<file path="config.mk">
export PLATFORM = sky130hd
export DESIGN_NAME = motor_command_line_parser_core_flat
export DESIGN_NICKNAME = d
export VERILOG_FILES = /design/src/mclp_pkg.sv /design/src/mclp_in_if.sv /design/src/mclp_out_if.sv /design/src/motor_command_line_parser_core.sv /design/src/mclp_front.sv /design/src/mclp_queue.sv /design/src/mclp_back.sv /design/src/flat_wrapper.sv
export SDC_FILE = /design/constraint.sdc
export NUM_CORES = 2
export LEC_CHECK = 0
export ABC_AREA = 1
export BUFFER_PORTS_ARGS = -buffer_cell sky130_fd_sc_hd__buf_2
export CORE_MARGIN = 2
export CORE_UTILIZATION = 47
export CTS_CLUSTER_DIAMETER = 120
export DETAILED_ROUTE_END_ITERATION = 12
export GPL_TIMING_DRIVEN = 0
export PLACE_DENSITY_LB_ADDON = 0.25
export SETUP_SLACK_MARGIN = 0.02
export SLEW_MARGIN = 10
export SYNTH_ARGS = -nofsm -noshare
export SYNTH_HDL_FRONTEND = slang
export SYNTH_SLANG_ARGS = --single-unit
export TNS_END_PERCENT = 20
</file>
<file path="constraint.sdc">
create_clock -name clk -period 12.6 [get_ports clk]
set_input_delay 0.63 -clock clk [delete_from_list [all_inputs] [get_ports clk]]
set_output_delay 0.63 -clock clk [all_outputs]
set_load 0.02 [all_outputs]
</file>
<file path="src/mclp_pkg.sv">
// ----------------------------------------------------------------------------
// mclp_pkg
// Shared types and constants of the motor command line parser: byte codes,
// run modes, command classes and the queue entry between front and back.
// ----------------------------------------------------------------------------
package mclp_pkg;

  typedef logic [3:0] op_t;

  // Command classes decided by the front end.
  localparam op_t OP_STOP      = 4'd0;
  localparam op_t OP_OPHEX     = 4'd1;
  localparam op_t OP_OPDEC     = 4'd2;
  localparam op_t OP_INIT      = 4'd3;
  localparam op_t OP_UP        = 4'd4;
  localparam op_t OP_DUTY      = 4'd5;
  localparam op_t OP_NEWLINE   = 4'd6;
  localparam op_t OP_CLEAR     = 4'd7;
  localparam op_t OP_BACKSPACE = 4'd8;
  localparam op_t OP_STORE     = 4'd9;

  typedef logic [2:0] mode_t;

  localparam mode_t MODE_STOP  = 3'd0;
  localparam mode_t MODE_OPDEC = 3'd1;
  localparam mode_t MODE_OPHEX = 3'd2;
  localparam mode_t MODE_INIT  = 3'd3;
  localparam mode_t MODE_UP    = 3'd4;
  localparam mode_t MODE_DUTY  = 3'd5;

  localparam logic [7:0] CH_ESC   = 8'h1B;
  localparam logic [7:0] CH_BS    = 8'h08;
  localparam logic [7:0] CH_CR    = 8'h0D;
  localparam logic [7:0] CH_LF    = 8'h0A;
  localparam logic [7:0] CH_MINUS = 8'h2D;

  // Number of hex digits on a target line (three 16-bit groups).
  localparam int HEX_DIGITS = 12;

  // Depth of the command queue; must be a power of two.
  localparam int QUEUE_DEPTH = 2;

  typedef struct packed {
    op_t         op;
    logic [7:0]  data;
    logic [31:0] count_zero;
    logic [31:0] count_one;
    logic [31:0] count_two;
  } entry_t;

  typedef struct packed {
    logic   valid;
    entry_t entry;
  } slot_t;

endpackage

</file>
<file path="src/mclp_in_if.sv">
// ----------------------------------------------------------------------------
// mclp_in_if
// Input channel: one received byte together with the three encoder counts.
// ----------------------------------------------------------------------------
interface mclp_in_if;
  logic        valid;
  logic        ready;
  logic [7:0]  rx_byte;
  logic [31:0] count_zero;
  logic [31:0] count_one;
  logic [31:0] count_two;

  modport source (output valid, output rx_byte, output count_zero,
                  output count_one, output count_two, input ready);
  modport sink   (input valid, input rx_byte, input count_zero,
                  input count_one, input count_two, output ready);
endinterface

</file>
<file path="src/mclp_out_if.sv">
// ----------------------------------------------------------------------------
// mclp_out_if
// Result channel: run mode, targets, duties and the per-byte event pulses.
// ----------------------------------------------------------------------------
interface mclp_out_if;
  logic               valid;
  logic               ready;
  logic [2:0]         run_mode;
  logic [31:0]        target_zero;
  logic [31:0]        target_one;
  logic [31:0]        target_two;
  logic signed [31:0] duty_zero;
  logic signed [31:0] duty_one;
  logic signed [31:0] duty_two;
  logic               controller_reset;
  logic               line_done;
  logic               line_error;

  modport source (output valid, output run_mode, output target_zero,
                  output target_one, output target_two, output duty_zero,
                  output duty_one, output duty_two, output controller_reset,
                  output line_done, output line_error, input ready);
  modport sink   (input valid, input run_mode, input target_zero,
                  input target_one, input target_two, input duty_zero,
                  input duty_one, input duty_two, input controller_reset,
                  input line_done, input line_error, output ready);
endinterface

</file>
<file path="src/motor_command_line_parser_core.sv">
// ----------------------------------------------------------------------------
// motor_command_line_parser_core
// Command line parser for a three-motor controller fed by a serial receiver.
// ----------------------------------------------------------------------------
// Usage:
// Every byte on the cmd channel, together with the three encoder counts,
// yields exactly one transaction on the rsp channel carrying the run mode,
// the three targets, the three duties and the controller reset, line done
// and line error pulses for that byte.
// A front end classifies each byte and places it in a two-entry queue; the
// execution engine behind it owns the line store and all motor state.
// A plain byte or command letter passes through the queue and its result
// is registered in the engine. A newline in operation or duty mode walks
// the line store one byte per cycle and stops at the first malformed byte
// or at the closing CR; its result is registered when the walk ends.
// Throughput: one byte per cycle while rsp accepts, except parsed newlines.
// While rsp is stalled the engine holds, the queue fills and cmd.ready
// drops once two further bytes are waiting; nothing is lost.
// Reset (rst, synchronous) empties the queue and line, selects the stopped
// mode and clears targets and duties.
// ----------------------------------------------------------------------------
module motor_command_line_parser_core
  import mclp_pkg::*;
#(
  parameter int LINE_DEPTH = 64
) (
  input  logic       clk,
  input  logic       rst,
  mclp_in_if.sink    cmd,
  mclp_out_if.source rsp
);

  slot_t push;
  slot_t head;
  logic  full;
  logic  pop;

  mclp_front u_front (
    .cmd  (cmd),
    .full (full),
    .push (push)
  );

  mclp_queue u_queue (
    .clk  (clk),
    .rst  (rst),
    .push (push),
    .pop  (pop),
    .full (full),
    .head (head)
  );

  mclp_back #(
    .LINE_DEPTH (LINE_DEPTH)
  ) u_back (
    .clk  (clk),
    .rst  (rst),
    .head (head),
    .pop  (pop),
    .rsp  (rsp)
  );

endmodule

</file>
<file path="src/mclp_front.sv">
// ----------------------------------------------------------------------------
// mclp_front
// Accepts received bytes and classifies each into a command class before it
// enters the command queue.
// ----------------------------------------------------------------------------
module mclp_front
  import mclp_pkg::*;
(
  mclp_in_if.sink cmd,
  input  logic    full,
  output slot_t   push
);

  op_t op;

  always_comb begin
    case (cmd.rx_byte)
      "s", "S", " ":     op = OP_STOP;
      "o", "O":          op = OP_OPHEX;
      "p", "P":          op = OP_OPDEC;
      "i", "I":          op = OP_INIT;
      "u", "U":          op = OP_UP;
      "k", "K":          op = OP_DUTY;
      CH_LF:             op = OP_NEWLINE;
      CH_ESC:            op = OP_CLEAR;
      CH_BS:             op = OP_BACKSPACE;
      default:           op = OP_STORE;
    endcase
  end

  assign cmd.ready              = !full;
  assign push.valid             = cmd.valid && !full;
  assign push.entry.op          = op;
  assign push.entry.data        = cmd.rx_byte;
  assign push.entry.count_zero  = cmd.count_zero;
  assign push.entry.count_one   = cmd.count_one;
  assign push.entry.count_two   = cmd.count_two;

endmodule

</file>
<file path="src/mclp_queue.sv">
// ----------------------------------------------------------------------------
// mclp_queue
// Short first-in first-out queue of classified commands between the front
// end and the execution engine.
// ----------------------------------------------------------------------------
module mclp_queue
  import mclp_pkg::*;
(
  input  logic  clk,
  input  logic  rst,
  input  slot_t push,
  input  logic  pop,
  output logic  full,
  output slot_t head
);

  localparam int PW = (QUEUE_DEPTH > 1) ? $clog2(QUEUE_DEPTH) : 1;
  localparam int CW = $clog2(QUEUE_DEPTH + 1);

  entry_t          slots [QUEUE_DEPTH];
  logic [PW-1:0]   wr_ptr;
  logic [PW-1:0]   rd_ptr;
  logic [CW-1:0]   count;
  logic            do_push;
  logic            do_pop;

  assign full       = (count == CW'(QUEUE_DEPTH));
  assign head.valid = (count != '0);
  assign head.entry = slots[rd_ptr];
  assign do_push    = push.valid && !full;
  assign do_pop     = pop && head.valid;

  always_ff @(posedge clk) begin
    if (do_push) begin
      slots[wr_ptr] <= push.entry;
    end
  end

  always_ff @(posedge clk) begin
    if (rst) begin
      wr_ptr <= '0;
      rd_ptr <= '0;
      count  <= '0;
    end else begin
      if (do_push) begin
        wr_ptr <= wr_ptr + PW'(1);
      end
      if (do_pop) begin
        rd_ptr <= rd_ptr + PW'(1);
      end
      if (do_push && !do_pop) begin
        count <= count + CW'(1);
      end else if (do_pop && !do_push) begin
        count <= count - CW'(1);
      end
    end
  end

endmodule

</file>
<file path="src/mclp_back.sv">
// ----------------------------------------------------------------------------
// mclp_back
// Execution engine: owns the line store, run mode, targets and duties,
// carries out each command and walks the line store on a newline.
// ----------------------------------------------------------------------------
module mclp_back
  import mclp_pkg::*;
#(
  parameter int LINE_DEPTH = 64
) (
  input  logic        clk,
  input  logic        rst,
  input  slot_t       head,
  output logic        pop,
  mclp_out_if.source  rsp
);

  localparam int AW = $clog2(LINE_DEPTH);
  localparam int LW = $clog2(LINE_DEPTH + 1);

  localparam logic [0:0] ST_IDLE = 1'b0;
  localparam logic [0:0] ST_WALK = 1'b1;

  function automatic logic is_dec(input logic [7:0] b);
    return (b >= "0") && (b <= "9");
  endfunction

  function automatic logic is_hex(input logic [7:0] b);
    return is_dec(b) || ((b >= "a") && (b <= "f")) || ((b >= "A") && (b <= "F"));
  endfunction

  function automatic logic [3:0] hex_val(input logic [7:0] b);
    logic [3:0] v;
    v = is_dec(b) ? b[3:0] : (b[3:0] + 4'd9);
    return v;
  endfunction

  logic [7:0]    line_mem [LINE_DEPTH];
  logic [7:0]    rd_data;
  logic [AW-1:0] rd_addr;
  logic [LW-1:0] next_pos;

  logic [0:0]    state;
  mode_t         mode;
  logic [LW-1:0] len;
  logic [31:0]   target [3];
  logic [31:0]   duty [3];
  logic          out_valid;
  logic          ctl_reset;
  logic          done;
  logic          err;

  logic [LW-1:0] pos;
  logic [47:0]   acc;
  logic [31:0]   num;
  logic [1:0]    motor;
  logic          neg;

  logic          out_free;
  logic          parse_mode;
  logic          len_ok;
  logic          start_walk;
  logic          finish_idle;
  logic          is_last;
  logic          w_hex;
  logic          w_fail;
  logic          w_pass;
  logic          w_neg;
  logic          w_dig;
  logic          walk_end;
  logic [31:0]   num_next;
  logic [31:0]   value;
  logic          do_store;

  assign out_free = !out_valid || rsp.ready;
  assign pop      = head.valid && out_free && (state == ST_IDLE);

  assign parse_mode = (mode == MODE_OPHEX) || (mode == MODE_OPDEC) || (mode == MODE_DUTY);
  assign len_ok     = (mode == MODE_OPHEX) ? (len == LW'(HEX_DIGITS + 1))
                                           : (len >= LW'(2));
  assign start_walk  = pop && (head.entry.op == OP_NEWLINE) && parse_mode && len_ok;
  assign finish_idle = pop && !start_walk;
  assign do_store    = pop && (head.entry.op == OP_STORE) && (len < LW'(LINE_DEPTH));

  // The read port runs one byte ahead of the position under evaluation.
  assign next_pos = pos + LW'(1);
  always_comb begin
    if (state == ST_IDLE) begin
      rd_addr = '0;
    end else if (next_pos < LW'(LINE_DEPTH)) begin
      rd_addr = next_pos[AW-1:0];
    end else begin
      rd_addr = '0;
    end
  end

  always_ff @(posedge clk) begin
    if (do_store) begin
      line_mem[len[AW-1:0]] <= head.entry.data;
    end
    rd_data <= line_mem[rd_addr];
  end

  // Evaluation of the byte at pos during a walk.
  assign is_last  = (pos == len - LW'(1));
  assign w_hex    = (mode == MODE_OPHEX);
  assign num_next = {num[28:0], 3'b000} + {num[30:0], 1'b0} + {28'd0, rd_data[3:0]};
  assign value    = neg ? (32'd0 - num) : num;

  always_comb begin
    w_fail = 1'b0;
    w_pass = 1'b0;
    w_neg  = 1'b0;
    w_dig  = 1'b0;
    if (w_hex) begin
      if (is_last) begin
        w_pass = (rd_data == CH_CR);
        w_fail = !w_pass;
      end else begin
        w_dig  = is_hex(rd_data);
        w_fail = !w_dig;
      end
    end else if (pos == '0) begin
      w_fail = (rd_data < "0") || (rd_data > "2");
    end else if (is_last) begin
      w_pass = (rd_data == CH_CR);
      w_fail = !w_pass;
    end else begin
      w_neg  = (mode == MODE_DUTY) && (pos == LW'(1)) && (rd_data == CH_MINUS);
      w_dig  = !w_neg && is_dec(rd_data);
      w_fail = !w_neg && !w_dig;
    end
  end

  assign walk_end = (state == ST_WALK) && (w_fail || w_pass);

  always_ff @(posedge clk) begin
    if (start_walk) begin
      pos   <= '0;
      acc   <= '0;
      num   <= '0;
      neg   <= 1'b0;
      motor <= '0;
    end else if (state == ST_WALK) begin
      pos <= next_pos;
      if (w_hex && w_dig) begin
        acc <= {acc[43:0], hex_val(rd_data)};
      end
      if (!w_hex && (pos == '0)) begin
        motor <= rd_data[1:0];
      end
      if (w_neg) begin
        neg <= 1'b1;
      end
      if (!w_hex && w_dig) begin
        num <= num_next;
      end
    end
  end

  always_ff @(posedge clk) begin
    if (rst) begin
      state     <= ST_IDLE;
      mode      <= MODE_STOP;
      len       <= '0;
      target[0] <= '0;
      target[1] <= '0;
      target[2] <= '0;
      duty[0]   <= '0;
      duty[1]   <= '0;
      duty[2]   <= '0;
      out_valid <= 1'b0;
      ctl_reset <= 1'b0;
      done      <= 1'b0;
      err       <= 1'b0;
    end else begin
      if (finish_idle || walk_end) begin
        out_valid <= 1'b1;
      end else if (out_valid && rsp.ready) begin
        out_valid <= 1'b0;
      end
      if (finish_idle) begin
        ctl_reset <= (head.entry.op == OP_OPHEX) || (head.entry.op == OP_OPDEC);
        done      <= (head.entry.op == OP_NEWLINE);
        err       <= (head.entry.op == OP_NEWLINE) && parse_mode;
        case (head.entry.op)
          OP_STOP: begin
            mode <= MODE_STOP;
            len  <= '0;
          end
          OP_OPHEX, OP_OPDEC: begin
            target[0] <= head.entry.count_zero;
            target[1] <= head.entry.count_one;
            target[2] <= head.entry.count_two;
            mode      <= (head.entry.op == OP_OPHEX) ? MODE_OPHEX : MODE_OPDEC;
            len       <= '0;
          end
          OP_INIT: begin
            mode <= MODE_INIT;
            len  <= '0;
          end
          OP_UP: begin
            mode <= MODE_UP;
            len  <= '0;
          end
          OP_DUTY: begin
            duty[0] <= '0;
            duty[1] <= '0;
            duty[2] <= '0;
            mode    <= MODE_DUTY;
            len     <= '0;
          end
          OP_NEWLINE: begin
            // A line too short or too long for its mode cannot parse.
            len <= '0;
          end
          OP_CLEAR: begin
            len <= '0;
          end
          OP_BACKSPACE: begin
            if (len != '0) begin
              len <= len - LW'(1);
            end
          end
          OP_STORE: begin
            if (len < LW'(LINE_DEPTH)) begin
              len <= len + LW'(1);
            end
          end
          default: begin
          end
        endcase
      end else if (start_walk) begin
        state <= ST_WALK;
      end else if (walk_end) begin
        state     <= ST_IDLE;
        ctl_reset <= 1'b0;
        done      <= 1'b1;
        err       <= w_fail;
        len       <= '0;
        if (w_pass) begin
          if (w_hex) begin
            target[0] <= {16'd0, acc[47:32]};
            target[1] <= {16'd0, acc[31:16]};
            target[2] <= {16'd0, acc[15:0]};
          end else begin
            case (motor)
              2'd0: begin
                if (mode == MODE_DUTY) duty[0] <= value;
                else target[0] <= value;
              end
              2'd1: begin
                if (mode == MODE_DUTY) duty[1] <= value;
                else target[1] <= value;
              end
              2'd2: begin
                if (mode == MODE_DUTY) duty[2] <= value;
                else target[2] <= value;
              end
              default: begin
              end
            endcase
          end
        end
      end
    end
  end

  // State only changes when a new result is loaded, so the live registers
  // form the result payload.
  assign rsp.valid            = out_valid;
  assign rsp.run_mode         = mode;
  assign rsp.target_zero      = target[0];
  assign rsp.target_one       = target[1];
  assign rsp.target_two       = target[2];
  assign rsp.duty_zero        = $signed(duty[0]);
  assign rsp.duty_one         = $signed(duty[1]);
  assign rsp.duty_two         = $signed(duty[2]);
  assign rsp.controller_reset = ctl_reset;
  assign rsp.line_done        = done;
  assign rsp.line_error       = err;

endmodule

</file>
<file path="src/flat_wrapper.sv">
// flat-port wrapper written by rule: the top's interface ports become plain ports
module motor_command_line_parser_core_flat import mclp_pkg::*;
#(
  parameter int LINE_DEPTH = 64
)
  (clk, rst, cmd_valid, cmd_rx_byte, cmd_count_zero, cmd_count_one, cmd_count_two, cmd_ready, rsp_valid, rsp_run_mode, rsp_target_zero, rsp_target_one, rsp_target_two, rsp_duty_zero, rsp_duty_one, rsp_duty_two, rsp_controller_reset, rsp_line_done, rsp_line_error, rsp_ready);
  mclp_in_if cmd_i ();
  mclp_out_if rsp_i ();
  input  logic clk;
  input  logic rst;
  input wire logic [$bits(cmd_i.valid)-1:0] cmd_valid;
  input wire logic [$bits(cmd_i.rx_byte)-1:0] cmd_rx_byte;
  input wire logic [$bits(cmd_i.count_zero)-1:0] cmd_count_zero;
  input wire logic [$bits(cmd_i.count_one)-1:0] cmd_count_one;
  input wire logic [$bits(cmd_i.count_two)-1:0] cmd_count_two;
  output wire logic [$bits(cmd_i.ready)-1:0] cmd_ready;
  output wire logic [$bits(rsp_i.valid)-1:0] rsp_valid;
  output wire logic [$bits(rsp_i.run_mode)-1:0] rsp_run_mode;
  output wire logic [$bits(rsp_i.target_zero)-1:0] rsp_target_zero;
  output wire logic [$bits(rsp_i.target_one)-1:0] rsp_target_one;
  output wire logic [$bits(rsp_i.target_two)-1:0] rsp_target_two;
  output wire logic [$bits(rsp_i.duty_zero)-1:0] rsp_duty_zero;
  output wire logic [$bits(rsp_i.duty_one)-1:0] rsp_duty_one;
  output wire logic [$bits(rsp_i.duty_two)-1:0] rsp_duty_two;
  output wire logic [$bits(rsp_i.controller_reset)-1:0] rsp_controller_reset;
  output wire logic [$bits(rsp_i.line_done)-1:0] rsp_line_done;
  output wire logic [$bits(rsp_i.line_error)-1:0] rsp_line_error;
  input wire logic [$bits(rsp_i.ready)-1:0] rsp_ready;
  assign cmd_i.valid = cmd_valid;
  assign cmd_i.rx_byte = cmd_rx_byte;
  assign cmd_i.count_zero = cmd_count_zero;
  assign cmd_i.count_one = cmd_count_one;
  assign cmd_i.count_two = cmd_count_two;
  assign cmd_ready = cmd_i.ready;
  assign rsp_valid = rsp_i.valid;
  assign rsp_run_mode = rsp_i.run_mode;
  assign rsp_target_zero = rsp_i.target_zero;
  assign rsp_target_one = rsp_i.target_one;
  assign rsp_target_two = rsp_i.target_two;
  assign rsp_duty_zero = rsp_i.duty_zero;
  assign rsp_duty_one = rsp_i.duty_one;
  assign rsp_duty_two = rsp_i.duty_two;
  assign rsp_controller_reset = rsp_i.controller_reset;
  assign rsp_line_done = rsp_i.line_done;
  assign rsp_line_error = rsp_i.line_error;
  assign rsp_i.ready = rsp_ready;
  motor_command_line_parser_core #(.LINE_DEPTH(LINE_DEPTH)) u_core (.clk(clk), .rst(rst), .cmd(cmd_i), .rsp(rsp_i));
endmodule
</file>
# Word-level counts from Yosys, hierarchy flattened

Memory sizes are Yosys's and may differ from the RTL's. A register that Yosys moved wholly into a read port is not among the register bits.
Index checks and enable logic that the tools add are counted.

Add/sub/neg operators: 11
Order comparisons: 11
Eq/ne operators: 40
Mux-type cells: 130
Bitwise gates (word level): 17
Reductions and logical operators: 71

Operator list:

| operator                | number |
|---|---|
| $mux W32                | 16 |
| $mux W1                 | 100 |
| $eq A8 B7 Y1 const B    | 12 |
| $pmux W4 S9             | 1 |
| $mux W7                 | 5 |
| $add A32 B32 Y32        | 1 |
| $add A32 B4 Y32         | 1 |
| $sub A1 B32 Y32 const A | 1 |
| $logic_and A1 B1 Y1     | 26 |
| $eq A8 B4 Y1 const B    | 3 |
| $pmux W7 S3             | 1 |
| $eq A4 B3 Y1 const B    | 4 |
| $eq A8 B6 Y1 const B    | 2 |
| $ge A8 B7 Y1 const B    | 2 |
| $le A8 B7 Y1 const B    | 2 |
| $or A1 B1 Y1            | 15 |
| $pmux W3 S5             | 1 |
| $add A7 B1 Y7 const B   | 2 |
| $lt A7 B7 Y1 const B    | 2 |
| $reduce_and A2 Y1       | 7 |
| $mux W6                 | 2 |
| $reduce_or A2 Y1        | 6 |
| $logic_not A1 Y1        | 10 |
| $reduce_bool A2 Y1      | 5 |
| 38 further kinds        | 53 |

Register bits after elaboration: 109
Bits in writable memories: 920
Logic and storage cells: 299
Memories kept: 4

Memory list:

| name                   | depth | bits a word | read ports | clocked after memory_dff | wr ports | line             | source |
|---|---|---|---|---|---|---|---|
| u_core.u_back.line_mem | 64    | 8           | 1          | 1                        | 1        | mclp_back.sv:38  | `logic [7:0] line_mem [LINE_DEPTH];` |
| u_core.u_queue.slots   | 2     | 108         | 1          | 1                        | 1        | mclp_queue.sv:20 | `entry_t slots [QUEUE_DEPTH];` |
| u_core.u_back.duty     | 3     | 32          | 3          | 0                        | 3        | mclp_back.sv:47  | `logic [31:0] duty [3];` |
| u_core.u_back.target   | 3     | 32          | 3          | 0                        | 3        | mclp_back.sv:46  | `logic [31:0] target [3];` |

# Logic depth before layout (Yosys ltp)

Word-level depth: 19
Gate-level depth with buffers: 19
Gate-level depth less buffers: 19

# Modules after synthesis

A second synthesis with hierarchy kept.

Cell total of the unflattened synthesis: 3708
Area total of the unflattened synthesis: 45493.6 sq um

Modules (own cells, without submodules):

| module     | instances | cells each | area each (sq um) |
|---|---|---|---|
| mclp_back  | 1         | 3170       | 36351.1 |
| mclp_queue | 1         | 373        | 8102.8 |
| mclp_front | 1         | 165        | 1039.7 |

# Worst setup path before layout

No wires, ideal clock.

Kind: in2reg
From: in cmd_valid
To: mem u_core.u_queue.slots[1][0] (netlist name), enable pin
Library setup time: 0.577 ns
Arrival time: 5.239 ns
Required time: 12.023 ns
Path slack: 6.783 ns
Stages: 2
Path buffers: 0
Path through: nand2_1 nor2_1

Cells in the longest elaborated chain, start to end: 4

Ends and longest elaborated chain:

| element                       | line               | source |
|---|---|---|
| start, declared               | flat_wrapper.sv:11 | `input wire logic [$bits(cmd_i.valid)-1:0] cmd_valid;` |
| $logic_and A1 B1 Y1           | mclp_front.sv:32   | `assign push.valid = cmd.valid && !full;` |
| $logic_and A1 B1 Y1           | mclp_queue.sv:30   | `assign do_push = push.valid && !full;` |
| $mux W1                       | mclp_queue.sv:34   | `if (do_push) begin` |
| $mux W1 (implied by the code) | mclp_queue.sv:35   | `slots[wr_ptr] <= push.entry;` |
| end, declared                 | mclp_queue.sv:20   |  |

No other way between the ends.

==> results_dict.tcl <==
set metrics [dict create \
    power_per_cell_area_nw_per_um2 161 \
    drive_above_1_share_pct 13.9 \
    root_buffer "clkbuf_16" \
    relSlewSlack_pct 31.4 \
    synth.area.top_cells "edfxtp_1, nand2_1, dfxtp_1, nand3_1, inv_1" \
    status "completed" \
    grt_start_max_net_pins 65 \
    finalHoldViolations 0 \
    ys_seq_area_share_pct 66.2 \
    synth_top_area_share_pct 61.0 \
    fin_cells 5979 \
    clkPwrFrac_pct 37.7 \
    holdCritPathClass "input port to flop" \
    hold_buffers 0 \
    routabilityCongestion 0.948 \
    clk_latency_ns 0.71 \
    end_kind "flop" \
    hpwlAfterDp_um 93600 \
    grt_pass1_vias 31400 \
    fin_crit_sh_pct 32.2 \
    cts_sinks 1038 \
    postSynthAreaPerCell_um2 10.8 \
    synthFlopType "edfxtp_1" \
    crit_arrival_ns 4.39 \
    row_count 113 \
    portBuffers 307 \
    wl_um 131000 \
    syn_area_um2 45300 \
    yosys_register_bits 1038 \
    drt_iter0_markers 3998 \
    core_area_um2 95300 \
    postCtsSetupBuffers 0 \
    start_util_pct 47.5 \
    dieHeight_um 314 \
    maxSlewViolCount 0 \
    timing_worst_setup_path_type "flop to flop" \
    via_per_inst 5.54 \
    antenna_found_initial 13 \
    n_fill_cell 8108 \
    grt_pass1_wl_um 192000 \
    synthToLayoutAreaGrowth_pct 16.0 \
    async_flop_share_pct 0 \
    cap_violations 0 \
    cp.required_ns 12.92 \
    numCtsBuffers 107 \
    drt-pass1-iter-count 6 \
    yosys_warnings 0 \
    die_x_um 314 \
    rsz0062_at_grt "false" \
    grtUsageTotal_pct 25.9 \
    vias 33100 \
    dp_cells 5772 \
    synth_edf_count 920 \
    synth_top_area_cell "edfxtp_1" \
    cts-htree-levels 3 \
    worstMarginPinSlew_ns 1.03 \
    setup_tns_ns 0 \
    combPwrFrac_pct 13.1 \
    path_clk_slew_ns 0.06 \
    post-route-min-period_ns 4.06 \
    drc 0 \
    peakVddDrop_v 0.000132 \
    routedWlPerCell_um 21.9 \
    power_leakage_nw 21.8 \
    dieArea_um2 98800 \
    fin_skew_ns 0.0294 \
    power_frac_seq_pct 49.2 \
    finalSetupViolations 0 \
    cp-start-kind "flop" \
    ant_nets 0 \
    io_pins 308 \
    clockBufferDepth 3 \
    yosysUniqueCellTypes 55 \
    max_freq_mhz 246 \
    sw_frac_of_total_pct 26.8 \
    cts_resized 0 \
    cts_tree "yes" \
    switchingPower_mw 2.27 \
    final_nets 4797 \
    grt.overflow.total 0 \
    syn_nets 4355 \
    p_int_mw 6.18 \
    netlist_instances 4174 \
    critical_path.max_fanout 9 \
]
[sequential cells by signal, indices dropped and copies added (netlist names), named ones only]
name / cells
u_core.u_back.neg: 1
u_core.u_queue.count: 2
u_core.u_queue.wr_ptr: 1
u_core.u_back.rd_data: 8
u_core.u_queue.slots: 216
u_core.u_back.num: 32
u_core.u_queue.rd_ptr: 1
u_core.u_back.rsp.controller_reset: 1
u_core.u_back.rsp.line_done: 1
u_core.u_back.state: 1
u_core.u_back.acc: 48
u_core.u_back.line_mem: 512
u_core.u_back.duty: 96
u_core.u_back.motor: 2
u_core.u_back.rsp.line_error: 1
u_core.u_back.target: 96
u_core.u_back.pos: 7
u_core.u_back.rsp.valid: 1
u_core.u_back.len: 7
u_core.u_back.rsp.run_mode: 3
[kinds of logic after synthesis]
kind of cell / synth area share [%]
mux: 0.224
buf+inv: 6.35
flops: 66.2
fa+ha+maj: 2.05
compound gates: 8.56
simple gates: 15.5
xor+xnor: 1.10
[area by class of cell]
class	count	area (um^2)	share of cell area, %
antenna	12	30.0	0.0572
buffer	200	931	1.77
clock buffer	120	2740	5.21
clock inverter	75	762	1.45
inverter	517	1940	3.70
multi-input combinational	2419	12500	23.8
sequential	1038	30000	57.1
tap	1265	1580	3.01
timing repair buffer	333	2050	3.90
[per-stage QoR]
stage	hold slack (ns)	worst slack [ns]	power [mW]	cell area, um^2	util (%)
after floorplan	0.424	6.78	4.82	45300	-
after global placement	0.439	3.58	5.27	48400	50.8
after detailed placement	0.451	8.65	5.32	49000	51.4
after CTS	0.0730	8.67	8.46	52500	55.1
after global routing	0.0825	8.27	8.71	52500	55.1
final	0.106	8.54	8.45	52500	55.1
[metal layers]
layer / wire [um] / track usage (%) / up-vias
met4: 4030 / 9.04 / 0
li1: - / - / 15400
met3: 11400 / 4.29 / 253
met5: 0 / 0 / -
met2: 61700 / 41.5 / 1507
met1: 53800 / 36.1 / 16000
[final timing paths]
check        slack (ns)                             to                   from  cells after the start
max                8.54  u_core.u_back.line_mem[20][7]                   flop                     10
min                0.11    u_core.u_queue.slots[0][10]      cmd_count_two[10]                      1
max reg2reg        8.54  u_core.u_back.line_mem[20][7]                   flop                     10
min reg2reg        0.46          u_core.u_back.acc[44]  u_core.u_back.acc[44]                      2
[synthesized netlist by cell type (all sizes together) (4+ instances only)]
cell type  number
xor2           37
a21o            4
nor3           30
ha             71
inv           516
clkbuf         88
nor4            6
o2111ai         4
o211ai        250
nor2          198
dfxtp         118
xnor2          20
nand4          38
o21a            4
mux2            9
a31oi           6
buf           112
nand3         418
edfxtp        920
nand2         957
a21oi         152
o21ai         187
[worst max-delay path, cell delays in order (launching register included)]
cell and delay [ns]:
dfxtp_1 0.30, buf_2 0.17, o21ai_1 0.34, nand3_1 0.16, inv_1 0.12, nand2_1 0.18, nor3_2 0.29, inv_1 0.20
nor2_1 0.19, nand3_1 0.76, nor2_1 0.97
[cells in the final DEF (no fill, tap or decap), types with 37 or more instances in the layout]
cell type,count
nor2_1,188
nand3_1,415
o211ai_1,250
buf_2,397
dfxtp_1,118
o21ai_1,52
ha_1,71
clkbuf_1,100
a21oi_1,150
clkbuf_16,107
nand2_1,946
inv_1,504
o21ai_0,133
xor2_1,37
edfxtp_1,920
nand4_1,38
[power groups by stage]
stage                     clock (mW)  sequential (mW)  combinational [mW]
final                           3.18             4.16                1.11
after floorplan                    0             4.29               0.529
after CTS                       3.21             4.15                1.10
after detailed placement           0             4.23                1.10
after global routing            3.35             4.17                1.19
after global placement             0             4.28               0.990
(Power assumes the default switching activity.)
